==> config.mk <==
export PLATFORM = sky130hd
export DESIGN_NAME = double_scale_split_round_unit
export DESIGN_NICKNAME = d
export VERILOG_FILES = /design/src/sv/dssr_pkg.sv /design/src/sv/double_scale_split_round_unit.sv
export SDC_FILE = /design/constraint.sdc
export NUM_CORES = 2
export LEC_CHECK = 0
export BUFFER_PORTS_ARGS = -buffer_cell sky130_fd_sc_hd__buf_2
export CORE_MARGIN = 5
export CORE_UTILIZATION = 63
export CTS_CLUSTER_DIAMETER = 50
export DETAILED_ROUTE_END_ITERATION = 8
export HOLD_SLACK_MARGIN = 0.15
export PLACE_DENSITY_LB_ADDON = 0.08
export SLEW_MARGIN = 20
export SYNTH_ARGS = -nofsm -noshare
export SYNTH_HDL_FRONTEND = slang
export SYNTH_SLANG_ARGS = --single-unit
==> constraint.sdc <==
create_clock -name clk -period 15.2 [get_ports clk]
set_input_delay 0.76 -clock clk [delete_from_list [all_inputs] [get_ports clk]]
set_output_delay 0.76 -clock clk [all_outputs]
set_load 0.01 [all_outputs]
==> src/sv/dssr_pkg.sv <==
// Shared types, constants and a helper function for the binary64 scale/split/round unit.
`default_nettype none
package dssr_pkg;

    typedef enum logic [2:0] {
        ACT_SPLIT = 3'd0,
        ACT_SCALE = 3'd1,
        ACT_PART  = 3'd2,
        ACT_FLOOR = 3'd3,
        ACT_CEIL  = 3'd4,
        ACT_ROUND = 3'd5
    } action_t;

    localparam logic [10:0] EXP_ALL_ONES = 11'h7FF;
    localparam logic [10:0] EXP_HALF     = 11'h3FE;
    localparam logic [10:0] EXP_ONE      = 11'h3FF;
    localparam logic [51:0] MANT_ONES    = {52{1'b1}};

    // Index of the leading one of a 52-bit field; zero for an empty field.
    function automatic logic [5:0] lead_one(input logic [51:0] v);
        logic [5:0] idx;
        idx = 6'd0;
        for (int i = 0; i < 52; i++) begin
            if (v[i])
            begin
                idx = 6'(i);
            end
        end
        return idx;
    endfunction

endpackage
`default_nettype wire

==> src/sv/double_scale_split_round_unit.sv <==
// Top level of the binary64 scale, split, part-split and rounding unit.
//
// Usage: one request channel (in_valid / in_stall) carries action, value_bits
// and scale_exp; one result channel (out_valid / out_stall) carries
// result_bits, int_part_bits, exponent_out, is_nan and is_inf.
// A request is taken on a rising edge with valid high and stall low.
// The request passes through three register stages: out_valid rises when it
// reaches the stage 3 register, and the result leaves on an edge with out_stall low.
// One request per cycle unless in_stall holds it, over three register stages:
//   stage 1: decode, leading-one search over the operand mantissa, masks
//   stage 2: normalise split mantissa, leading-one search over the fraction,
//            integer increment for floor / ceiling / round
//   stage 3: scale exponent add and underflow shift, fraction normalise, mux
// Reset clears the stage valid bits only; payload registers hold garbage.
// When the receiver stalls, the result holds on the outputs and stages fill
// behind it; empty stages keep advancing so bubbles are squeezed out.
// in_stall rises only when all three stages hold requests and the output
// is stalled. No configuration, no state across requests.
`default_nettype none
module double_scale_split_round_unit
    import dssr_pkg::*;
(
    input  wire logic               clk,
    input  wire logic               rst_n,
    input  wire logic               in_valid,
    output      logic               in_stall,
    input  wire logic [2:0]         action,
    input  wire logic [63:0]        value_bits,
    input  wire logic signed [12:0] scale_exp,
    output      logic               out_valid,
    input  wire logic               out_stall,
    output      logic [63:0]        result_bits,
    output      logic [63:0]        int_part_bits,
    output      logic signed [11:0] exponent_out,
    output      logic               is_nan,
    output      logic               is_inf
);

    // Stage advance: a stage loads when it is empty or its content moves on.
    logic s1_valid_reg, s2_valid_reg, s3_valid_reg;
    logic adv1, adv2, adv3;

    assign adv3     = !s3_valid_reg || !out_stall;
    assign adv2     = adv3 || !s2_valid_reg;
    assign adv1     = adv2 || !s1_valid_reg;
    assign in_stall = !adv1;

    // ---------------- stage 1: decode ----------------
    logic [10:0] a_raw;
    logic [51:0] a_mant;
    logic [11:0] a_e;
    logic        a_eneg, a_big;
    logic [51:0] a_fmask;

    logic [2:0]         s1_act_next;
    logic [63:0]        s1_vb_next;
    logic signed [12:0] s1_k_next;
    logic [5:0]         s1_p_next, s1_e6_next;
    logic [51:0]        s1_fbits_next, s1_ipmant_next;
    logic               s1_eneg_next, s1_big_next, s1_half_next;

    logic [2:0]         s1_act_reg;
    logic [63:0]        s1_vb_reg;
    logic signed [12:0] s1_k_reg;
    logic [5:0]         s1_p_reg, s1_e6_reg;
    logic [51:0]        s1_fbits_reg, s1_ipmant_reg;
    logic               s1_eneg_reg, s1_big_reg, s1_half_reg;

    always_comb
    begin
        a_raw   = value_bits[62:52];
        a_mant  = value_bits[51:0];
        a_e     = {1'b0, a_raw} - 12'd1023;
        a_eneg  = a_raw < 11'd1023;
        a_big   = a_raw >= 11'd1075;
        a_fmask = (a_eneg || a_big) ? 52'd0 : (MANT_ONES >> a_e[5:0]);

        s1_act_next    = action;
        s1_vb_next     = value_bits;
        // saturate the bottom code
        s1_k_next      = (scale_exp == -13'sd4096) ? -13'sd4095 : scale_exp;
        s1_p_next      = lead_one(a_mant);
        s1_e6_next     = a_e[5:0];
        s1_fbits_next  = a_mant & a_fmask;
        s1_ipmant_next = a_mant & ~a_fmask;
        s1_eneg_next   = a_eneg;
        s1_big_next    = a_big;
        // half bit: first fraction place, or magnitude at least one half
        s1_half_next   = a_eneg ? (a_raw >= EXP_HALF)
                                : ((a_mant & a_fmask & ~(a_fmask >> 1)) != 52'd0);
    end

    always_ff @(posedge clk or negedge rst_n)
    begin
        if (!rst_n)
        begin
            s1_valid_reg <= 1'b0;
        end
        else if (adv1)
        begin
            s1_valid_reg <= in_valid;
        end
    end

    always_ff @(posedge clk)
    begin
        if (adv1)
        begin
            s1_act_reg    <= s1_act_next;
            s1_vb_reg     <= s1_vb_next;
            s1_k_reg      <= s1_k_next;
            s1_p_reg      <= s1_p_next;
            s1_e6_reg     <= s1_e6_next;
            s1_fbits_reg  <= s1_fbits_next;
            s1_ipmant_reg <= s1_ipmant_next;
            s1_eneg_reg   <= s1_eneg_next;
            s1_big_reg    <= s1_big_next;
            s1_half_reg   <= s1_half_next;
        end
    end

    // ---------------- stage 2: normalise, increment ----------------
    logic        b_sign, b_zero, b_special, b_sub, b_fnz, b_incr;
    logic [10:0] b_raw;
    logic [51:0] b_mant;
    logic [12:0] b_ex13;
    logic [62:0] b_incmag;
    logic [63:0] b_ipv;

    logic [2:0]         s2_act_next;
    logic [63:0]        s2_vb_next, s2_ipv_next, s2_rnd_next;
    logic signed [12:0] s2_k_next;
    logic [51:0]        s2_nfrac_next, s2_fbits_next;
    logic signed [11:0] s2_nex_next;
    logic [5:0]         s2_q_next, s2_e6_next;
    logic               s2_fnz_next, s2_eneg_next, s2_big_next;

    logic [2:0]         s2_act_reg;
    logic [63:0]        s2_vb_reg, s2_ipv_reg, s2_rnd_reg;
    logic signed [12:0] s2_k_reg;
    logic [51:0]        s2_nfrac_reg, s2_fbits_reg;
    logic signed [11:0] s2_nex_reg;
    logic [5:0]         s2_q_reg, s2_e6_reg;
    logic               s2_fnz_reg, s2_eneg_reg, s2_big_reg;

    always_comb
    begin
        b_sign    = s1_vb_reg[63];
        b_raw     = s1_vb_reg[62:52];
        b_mant    = s1_vb_reg[51:0];
        b_zero    = (s1_vb_reg[62:0] == 63'd0);
        b_special = (b_raw == EXP_ALL_ONES);
        b_sub     = (b_raw == 11'd0);
        b_ex13    = b_sub ? (13'(s1_p_reg) - 13'd1073) : (13'(b_raw) - 13'd1022);

        // integer part as a part split sees it
        if (s1_eneg_reg)
        begin
            b_ipv = {b_sign, 63'd0};
        end
        else if (s1_big_reg)
        begin
            b_ipv = s1_vb_reg;
        end
        else
        begin
            b_ipv = {b_sign, b_raw, s1_ipmant_reg};
        end

        b_fnz    = s1_eneg_reg ? !b_zero : (s1_fbits_reg != 52'd0);
        // truncated magnitude plus one; a carry out of the mantissa lifts the exponent
        b_incmag = s1_eneg_reg ? {EXP_ONE, 52'd0}
                               : ({b_raw, s1_ipmant_reg}
                                  + (63'd1 << (6'd52 - s1_e6_reg)));

        case (s1_act_reg)
            ACT_FLOOR: b_incr = b_fnz && b_sign;
            ACT_CEIL:  b_incr = b_fnz && !b_sign;
            ACT_ROUND: b_incr = s1_half_reg && !s1_big_reg;
            default:   b_incr = 1'b0;
        endcase

        s2_act_next   = s1_act_reg;
        s2_vb_next    = s1_vb_reg;
        s2_k_next     = s1_k_reg;
        s2_ipv_next   = b_ipv;
        s2_rnd_next   = b_special ? s1_vb_reg
                      : (b_incr ? {b_sign, b_incmag} : b_ipv);
        s2_nfrac_next = b_sub ? (b_mant << (6'd52 - s1_p_reg)) : b_mant;
        s2_nex_next   = b_ex13[11:0];
        s2_fbits_next = s1_fbits_reg;
        s2_q_next     = lead_one(s1_fbits_reg);
        s2_e6_next    = s1_e6_reg;
        s2_fnz_next   = b_fnz;
        s2_eneg_next  = s1_eneg_reg;
        s2_big_next   = s1_big_reg;
    end

    always_ff @(posedge clk or negedge rst_n)
    begin
        if (!rst_n)
        begin
            s2_valid_reg <= 1'b0;
        end
        else if (adv2)
        begin
            s2_valid_reg <= s1_valid_reg;
        end
    end

    always_ff @(posedge clk)
    begin
        if (adv2)
        begin
            s2_act_reg   <= s2_act_next;
            s2_vb_reg    <= s2_vb_next;
            s2_k_reg     <= s2_k_next;
            s2_ipv_reg   <= s2_ipv_next;
            s2_rnd_reg   <= s2_rnd_next;
            s2_nfrac_reg <= s2_nfrac_next;
            s2_nex_reg   <= s2_nex_next;
            s2_fbits_reg <= s2_fbits_next;
            s2_q_reg     <= s2_q_next;
            s2_e6_reg    <= s2_e6_next;
            s2_fnz_reg   <= s2_fnz_next;
            s2_eneg_reg  <= s2_eneg_next;
            s2_big_reg   <= s2_big_next;
        end
    end

    // ---------------- stage 3: scale, fraction, select ----------------
    logic        c_sign, c_zero, c_special, c_nan, c_inf;
    logic [13:0] c_biased, c_sh;
    logic [52:0] c_sig;
    logic [63:0] c_scale, c_frac, c_part, c_split;
    logic [51:0] c_ffrac;
    logic [10:0] c_fexp;

    logic [63:0]        res_next, ip_next;
    logic signed [11:0] ex_next;
    logic               nan_next, inf_next;

    logic [63:0]        res_reg, ip_reg;
    logic signed [11:0] ex_reg;
    logic               nan_reg, inf_reg;

    always_comb
    begin
        c_sign    = s2_vb_reg[63];
        c_zero    = (s2_vb_reg[62:0] == 63'd0);
        c_special = (s2_vb_reg[62:52] == EXP_ALL_ONES);
        c_nan     = c_special && (s2_vb_reg[51:0] != 52'd0);
        c_inf     = c_special && (s2_vb_reg[51:0] == 52'd0);

        // scale by a power of two
        c_biased = {{2{s2_nex_reg[11]}}, s2_nex_reg} + {s2_k_reg[12], s2_k_reg}
                 + 14'd1022;
        c_sh     = 14'd1 - c_biased;
        c_sig    = {1'b1, s2_nfrac_reg};
        if (c_zero)
        begin
            c_scale = 64'd0;
        end
        else if (c_special)
        begin
            c_scale = s2_vb_reg;
        end
        else if (!c_biased[13] && c_biased >= 14'd2047)
        begin
            c_scale = {c_sign, EXP_ALL_ONES, 52'd0};
        end
        else if (c_biased[13] || c_biased == 14'd0)
        begin
            // underflow: truncate, drop everything past 53 places
            if (c_sh > 14'd53)
            begin
                c_scale = {c_sign, 63'd0};
            end
            else
            begin
                c_scale = {c_sign, 10'd0, c_sig >> c_sh[5:0]};
            end
        end
        else
        begin
            c_scale = {c_sign, c_biased[10:0], s2_nfrac_reg};
        end

        // exact fraction of a part split
        c_ffrac = s2_fbits_reg << (6'd52 - s2_q_reg);
        c_fexp  = 11'(s2_q_reg) + 11'(s2_e6_reg) + 11'd971;
        c_frac  = {c_sign, c_fexp, c_ffrac};
        if (c_nan)
        begin
            c_part = s2_vb_reg;
        end
        else if (c_zero || c_inf || s2_big_reg)
        begin
            c_part = 64'd0;
        end
        else if (s2_eneg_reg)
        begin
            c_part = s2_vb_reg;
        end
        else
        begin
            c_part = s2_fnz_reg ? c_frac : 64'd0;
        end

        c_split = c_zero ? 64'd0
                : (c_special ? s2_vb_reg : {c_sign, EXP_HALF, s2_nfrac_reg});

        res_next = 64'd0;
        ip_next  = 64'd0;
        ex_next  = 12'sd0;
        case (s2_act_reg)
            ACT_SPLIT:
            begin
                res_next = c_split;
                ex_next  = (c_zero || c_special) ? 12'sd0 : s2_nex_reg;
            end
            ACT_SCALE: res_next = c_scale;
            ACT_PART:
            begin
                res_next = c_part;
                ip_next  = s2_ipv_reg;
            end
            ACT_FLOOR, ACT_CEIL, ACT_ROUND: res_next = s2_rnd_reg;
            default: res_next = 64'd0;
        endcase
        nan_next = c_nan;
        inf_next = c_inf;
    end

    always_ff @(posedge clk or negedge rst_n)
    begin
        if (!rst_n)
        begin
            s3_valid_reg <= 1'b0;
        end
        else if (adv3)
        begin
            s3_valid_reg <= s2_valid_reg;
        end
    end

    always_ff @(posedge clk)
    begin
        if (adv3)
        begin
            res_reg <= res_next;
            ip_reg  <= ip_next;
            ex_reg  <= ex_next;
            nan_reg <= nan_next;
            inf_reg <= inf_next;
        end
    end

    assign out_valid     = s3_valid_reg;
    assign result_bits   = res_reg;
    assign int_part_bits = ip_reg;
    assign exponent_out  = ex_reg;
    assign is_nan        = nan_reg;
    assign is_inf        = inf_reg;

endmodule
`default_nettype wire

## Yosys cells after proc, flatten, opt, wreduce, memory -nomap -nowiden

Cells that the tools add are included.

| storage, ports and cells | value |
|---|---|
| register bits after elaboration | 683 |
| input port bits | 84 |
| output and inout port bits | 144 |
| word-level logic and storage cells | 239 |

| cells by class | value |
|---|---|
| $add $sub $neg | 12 |
| order comparisons | 5 |
| equality and inequality tests | 11 |
| shifts and indexed selects | 5 |
| multiplexer cells | 123 |
| bitwise operators | 6 |
| reduce and logical (&&, ||, !) cells | 40 |

Operators by type and width:

| kind | count |
|---|---|
| two-way mux 63 bit | 8 |
| two-way mux 64 bit | 6 |
| two-way mux 6 bit | 56 |
| case mux 64 bit (4 select lines) | 1 |
| two-way mux 5 bit | 32 |
| bitwise AND 52 bit | 3 |
| two-way mux 52 bit | 3 |
| nonzero test 52 bit | 3 |
| zero test 63 bit | 2 |
| << shifter 52 x 6 -> 52 bit | 2 |
| adder 63 bit | 1 |
| << shifter 1 x 6 -> 63 bit (first input constant) | 1 |
| two-way mux 53 bit | 1 |
| right shift 53 x 6 -> 53 bit | 1 |
| zero test 52 bit | 1 |
| NOT 51 -> 52 bit | 1 |
| NOT 52 bit | 1 |
| right shift 52 x 6 -> 52 bit (first input constant) | 1 |
| OR reduction 20 bit | 2 |
| equality test 11 bit (second input constant) | 2 |
| subtractor 6 bit (first input constant) | 3 |
| adder 12 x 13 -> 14 bit | 1 |
| adder 14 x 10 -> 14 bit (second input constant) | 1 |
| greater-or-equal comparator 14 x 11 -> 1 bit (second input constant) | 1 |
| 29 further kinds | 68 |

## Logic depth before layout (Yosys ltp)

| logic depth | value |
|---|---|
| depth after elaboration | 50 |
| mapped depth | 20 |
| mapped depth without buffers | 17 |

## Worst setup path after synthesis

Ideal clock, no wire load.

| path | value |
|---|---|
| path kind | input -> register |
| start | in out_stall |
| end | reg s2_act_reg[0], enable pin |
| library setup time | 3343 ps |
| data arrival time | 8267 ps |
| slack | 3590 ps |
| stages | 1 |
| path buffers | 0 |
| cells stage by stage | nand3_1 |

| on the way | value |
|---|---|
| word-level cells in the longest chain between the ends | 3 |

Ends and longest elaborated chain:

| what | RTL line | RTL |
|---|---|---|
| start: declaration | double_scale_split_round_unit.sv:31 | `input wire logic out_stall,` |
| zero test 1 bit | double_scale_split_round_unit.sv:43 | `assign adv3 = !s3_valid_reg \|\| !out_stall;` |
| logical OR 1 bit | double_scale_split_round_unit.sv:43 |  |
| logical OR 1 bit | double_scale_split_round_unit.sv:44 | `assign adv2 = adv3 \|\| !s2_valid_reg;` |
| end signal: assignment | double_scale_split_round_unit.sv:215 | `s2_act_reg <= s2_act_next;` |
| end: declaration | double_scale_split_round_unit.sv:138 | `logic [2:0] s2_act_reg;` |

Every way passes these cells.
A chain may end at the register's enable or synchronous reset.

## Worst setup path after layout

| path | value |
|---|---|
| start | reg s2_nex_reg[1] |
| end | reg res_reg[5], in the netlist result_bits[5], data pin |

| on the way | value |
|---|---|
| word-level cells in the longest chain between the ends | 10 |
| elaborated cells between the ends (all ways) | 16 |
| those cells by class | 3 x add/sub; 2 x order compare; 1 x shift; 6 x mux; 4 x reduce/logical |

Ends and longest elaborated chain:

| what | RTL line | RTL |
|---|---|---|
| start: declaration | double_scale_split_round_unit.sv:142 | `logic signed [11:0] s2_nex_reg;` |
| start signal: assignment | double_scale_split_round_unit.sv:221 | `s2_nex_reg <= s2_nex_next;` |
| adder 12 x 13 -> 14 bit * | double_scale_split_round_unit.sv:256 | `c_biased = {{2{s2_nex_reg[11]}}, s2_nex_reg} + {s2_k_reg[12], s2_k_reg}` |
| adder 14 x 10 -> 14 bit * | double_scale_split_round_unit.sv:257 | `+ 14'd1022;` |
| subtractor 1 x 14 -> 14 bit | double_scale_split_round_unit.sv:258 | `c_sh = 14'd1 - c_biased;` |
| > comparator 14 x 6 -> 1 bit or right shift 53 x 6 -> 53 bit (tied branches) | double_scale_split_round_unit.sv:275, double_scale_split_round_unit.sv:281 |  |
| two-way mux 53 bit | double_scale_split_round_unit.sv:275 | `if (c_sh > 14'd53)` |
| two-way mux 63 bit | double_scale_split_round_unit.sv:272 | `else if (c_biased[13] \|\| c_biased == 14'd0)` |
| two-way mux 63 bit * | double_scale_split_round_unit.sv:268 | `else if (!c_biased[13] && c_biased >= 14'd2047)` |
| two-way mux 63 bit * | double_scale_split_round_unit.sv:264 | `else if (c_special)` |
| two-way mux 64 bit * | double_scale_split_round_unit.sv:260 | `if (c_zero)` |
| case mux 64 bit (4 select lines) * | double_scale_split_round_unit.sv:316 | `case (s2_act_reg)` |
| named net res_next[5] | double_scale_split_round_unit.sv:239 | `logic [63:0] res_next, ip_next;` |
| end signal: assignment | double_scale_split_round_unit.sv:351 | `res_reg <= res_next;` |
| end: declaration | double_scale_split_round_unit.sv:243 | `logic [63:0] res_reg, ip_reg;` |

Mark *: on every way through the listed nets, which the timed path passes. The rest lies on a longest branch.

==> impl_metrics.tcl <==
set metrics [dict create \
    avgRoutedWirePerCell_um 32.6 \
    clock_skew_ps 39.5 \
    grtUsageMet3_pct 14.3 \
    synth_simple_gate_area_share_pct 15.6 \
    start_kind "flop" \
    required_ps 15560 \
    tritoncts "built" \
    clk_latency_ps 650 \
    rsz0062_at_grt "false" \
    crit_arrival_ps 5650 \
    cpMostUsedCell "inv_1" \
    power.internal_uw 4550 \
    dp_hpwl_um 128000 \
    yosysSeqAreaShare_pct 47.3 \
    ys_types 99 \
    synthesis.area_sq_mm 0.0432 \
    synth_top_cell_by_area "edfxtp_1" \
    tightest_slew_ps 1140 \
    num-fill-cells 4964 \
    cts.clk_slew.worst_paths_ps 60 \
    routed_wl_um 174000 \
    gp_congestion 1.07 \
    fp.dieH_um 272 \
    seqPwrFrac_pct 33.4 \
    start_util_pct 63.2 \
    ios 228 \
    p_switching_uw 3350 \
    first_pass_iters 9 \
    endpoint_kind "flop" \
    vias 39150 \
    powerDensity_mw_per_mm2 165 \
    clockRootBuffer "clkbuf_16" \
    synth_top_area_share_pct 47.1 \
    fin_crit_sh_pct 34.8 \
    maxCapViolations 0 \
    max_clock_freq_ghz 0.189 \
    fp-row-count 96 \
    synth_mux_area_share_pct 10.7 \
    yosys_warnings 0 \
    top_usage_layer "met2" \
    antenna_found_initial 10 \
    drc 2 \
    p_clk_share_pct 24.1 \
    area_growth_pct 10.9 \
    drt_iter0_markers 6789 \
    grt_pass1_wl_um 250000 \
    p_sw_share_pct 42.4 \
    syn-num-nets 4466 \
    ir_drop_uv 182 \
    whs_ps 285 \
    status "complete, but fails checks" \
    ys_ff_latch 681 \
    crit_slowest_cell "mux2i_1" \
    cp_cell_sequence "inv_1 -> ha_1 -> inv_1 -> ha_2 -> buf_4 -> inv_1 -> ha_2 -> buf_4 -> inv_1 -> mux2i_1 -> nand2_1 -> o21ai_0 -> nor2_1 -> o21ai_0 -> o31ai_1 -> a221o_1" \
    gr-usage-all-layers_pct 46.0 \
    violations "DRC" \
    criticalPathCategory "flop to flop" \
    worstHoldPathType "primary input to flop" \
    ff2ff_setup_slack_ps 9910 \
    max_slew_margin_pct 24.1 \
    grt-ovfl-total 0 \
    clockBufferDepth 3 \
    setup_viol 0 \
    synth_area_leaders "edfxtp_1, mux4_2, nor2_1" \
    crit_path_max_incr_delay_ps 710 \
    worstPathMaxFanout 58 \
    synth_top_family_by_area "compound AO/OA/AOI/OAI gates" \
    die_w_um 272 \
    p_leak_uw 0.0187 \
    use_met1_pct 58.2 \
    async_flop_share_pct 0.441 \
    die_area_sq_mm 0.0739 \
    synth_edf_count 678 \
    layout.nets 4587 \
    clock_sinks 681 \
    synth_compound_area_share_pct 17.3 \
    drive_gt1_share_pct 15.0 \
    finalHoldViolCount 0 \
    cts_inserted_buffers 82 \
    fin_crit_ps 5290 \
    synthXorXnorAreaFrac_pct 2.08 \
    antenna_left 0 \
    grt_pass1_vias 36437 \
    synthCells 4271 \
    fp.coreArea_sq_mm 0.0683 \
    share_comb_of_total_power_pct 42.4 \
    finalSetupTns_ps 0 \
    avgSynthCellArea_sq_um 10.1 \
    post_cts_buffers 0 \
    post_drt_via_cell_ratio 7.32 \
    htree_levels 3 \
    yosys.area_share.adder_pct 3.28 \
    grt_max_degree 176 \
    slew_viol_final 0 \
    portBuffers 227 \
    synth_ff_type "edfxtp_1" \
    gr-usage-met2_pct 68.3 \
]
path summary, 6_finish.rpt:
path                                from              to  cells after the start
max                        s2_nex_reg[1]  result_bits[5]                     16
min                            action[1]   s1_act_reg[1]                      1
max reg2reg                s2_nex_reg[1]  result_bits[5]                     16
min reg2reg                  s1_k_reg[3]     s2_k_reg[3]                      0
max in group asynchronous          rst_n    s2_valid_reg                      2
min in group asynchronous          rst_n    s1_valid_reg                      2
cell type report:
type	count	area, sq um	share of cell area (%)
Clock buffer	98	2180	4.54
Antenna cell	6	15.0	0.0313
Multi-Input combinational cell	3177	21400	44.7
Clock inverter	53	467	0.974
Timing Repair Buffer	311	1790	3.75
Sequential cell	681	20400	42.7
Inverter	139	522	1.09
Tap cell	882	1100	2.30
cell usage after synthesis, drive strengths merged, types with 25 or more instances:
master,count
a211oi,52
a21boi,25
a21o,31
a21oi,343
a221o,27
a221oi,47
a22oi,63
a31oi,34
and2,108
and3,31
buf,54
clkbuf,220
edfxtp,678
ha,107
inv,137
mux2,26
mux2i,163
mux4,120
nand2,452
nand3,78
nand4,29
nor2,508
nor2b,48
nor3,85
nor4,64
o21a,25
o21ai,338
o31ai,25
xnor2,54
xor2,46
stage by stage:
step | worst slack (ps) | util [%] | area [sq um] | cells | power, uW
finish | 9910 | 70.1 | 47900 | 5347 | 7900
global route | 9680 | 70.1 | 47900 | 5341 | 8160
CTS | 10000 | 70.1 | 47900 | 5341 | 7760
detailed placement | 10050 | 66.2 | 45200 | 5189 | 5870
global placement | 10100 | 66.2 | 45200 | 5189 | 5850
floorplan | 3590 | - | 43200 | 4271 | 4770
cells by family after synthesis:
group,Yosys count
muxes,309
adders and majority gates,111
buffers and inverters,413
and+or+nand+nor,1479
AOI/OAI and AO/OA,1178
xor gates and xnor gates,100
DFF,681
layout by cell type, fill, tap and decap left out, types with 20 or more instances in the layout:
cell type and count:
edfxtp_1 678, nor2_1 506, nand2_1 450, a21oi_1 340, o21ai_0 317, buf_2 227
mux2i_1 163, inv_1 136, mux4_2 120, and2_1 108, ha_1 102, clkbuf_16 85
nor3_1 81, buf_4 81, nand3_1 75, a22oi_1 63, nor4_1 61, a211oi_1 50
nor2b_1 47, a221oi_1 47, xnor2_1 41, xor2_1 39, a31oi_1 34, a21o_1 31
and3_1 29, nand4_1 27, a221o_1 27, mux2_2 26, o21a_1 25, o31ai_1 24
o211ai_1 23, a21boi_0 21, nand2b_1 20
routing by layer:
layer | routed length (um) | vias to the layer above
met3 | 26400 | 861
met2 | 74100 | 3710
met5 | 56 | -
li1 | - | 16384
met1 | 57700 | 18187
met4 | 15900 | 8
critical path, delay by kind of cell (launching register included):
kind	cells	cell delay (ps)
flip-flops	1	320
buffers and inverters	6	1990
AO/OA/AOI/OAI	4	790
multiplexers	1	710
adder cells (fa/ha/maj)	3	960
AND/OR/NAND/NOR	2	170
power groups by stage:
stage	Clock [uW]	Combinational, uW	Sequential, uW
global placement	0	3220	2640
detailed placement	0	3220	2640
floorplan	0	2190	2580
CTS	1910	3240	2610
global route	1990	3540	2630
finish	1910	3350	2640
timing repair:
item / in CTS / in global routing
hold buffers: 1 / 0
gates resized for setup: 0 / 0
endpoints found under the hold margin: 3 / 0
Power figures use the tool's default switching activity.
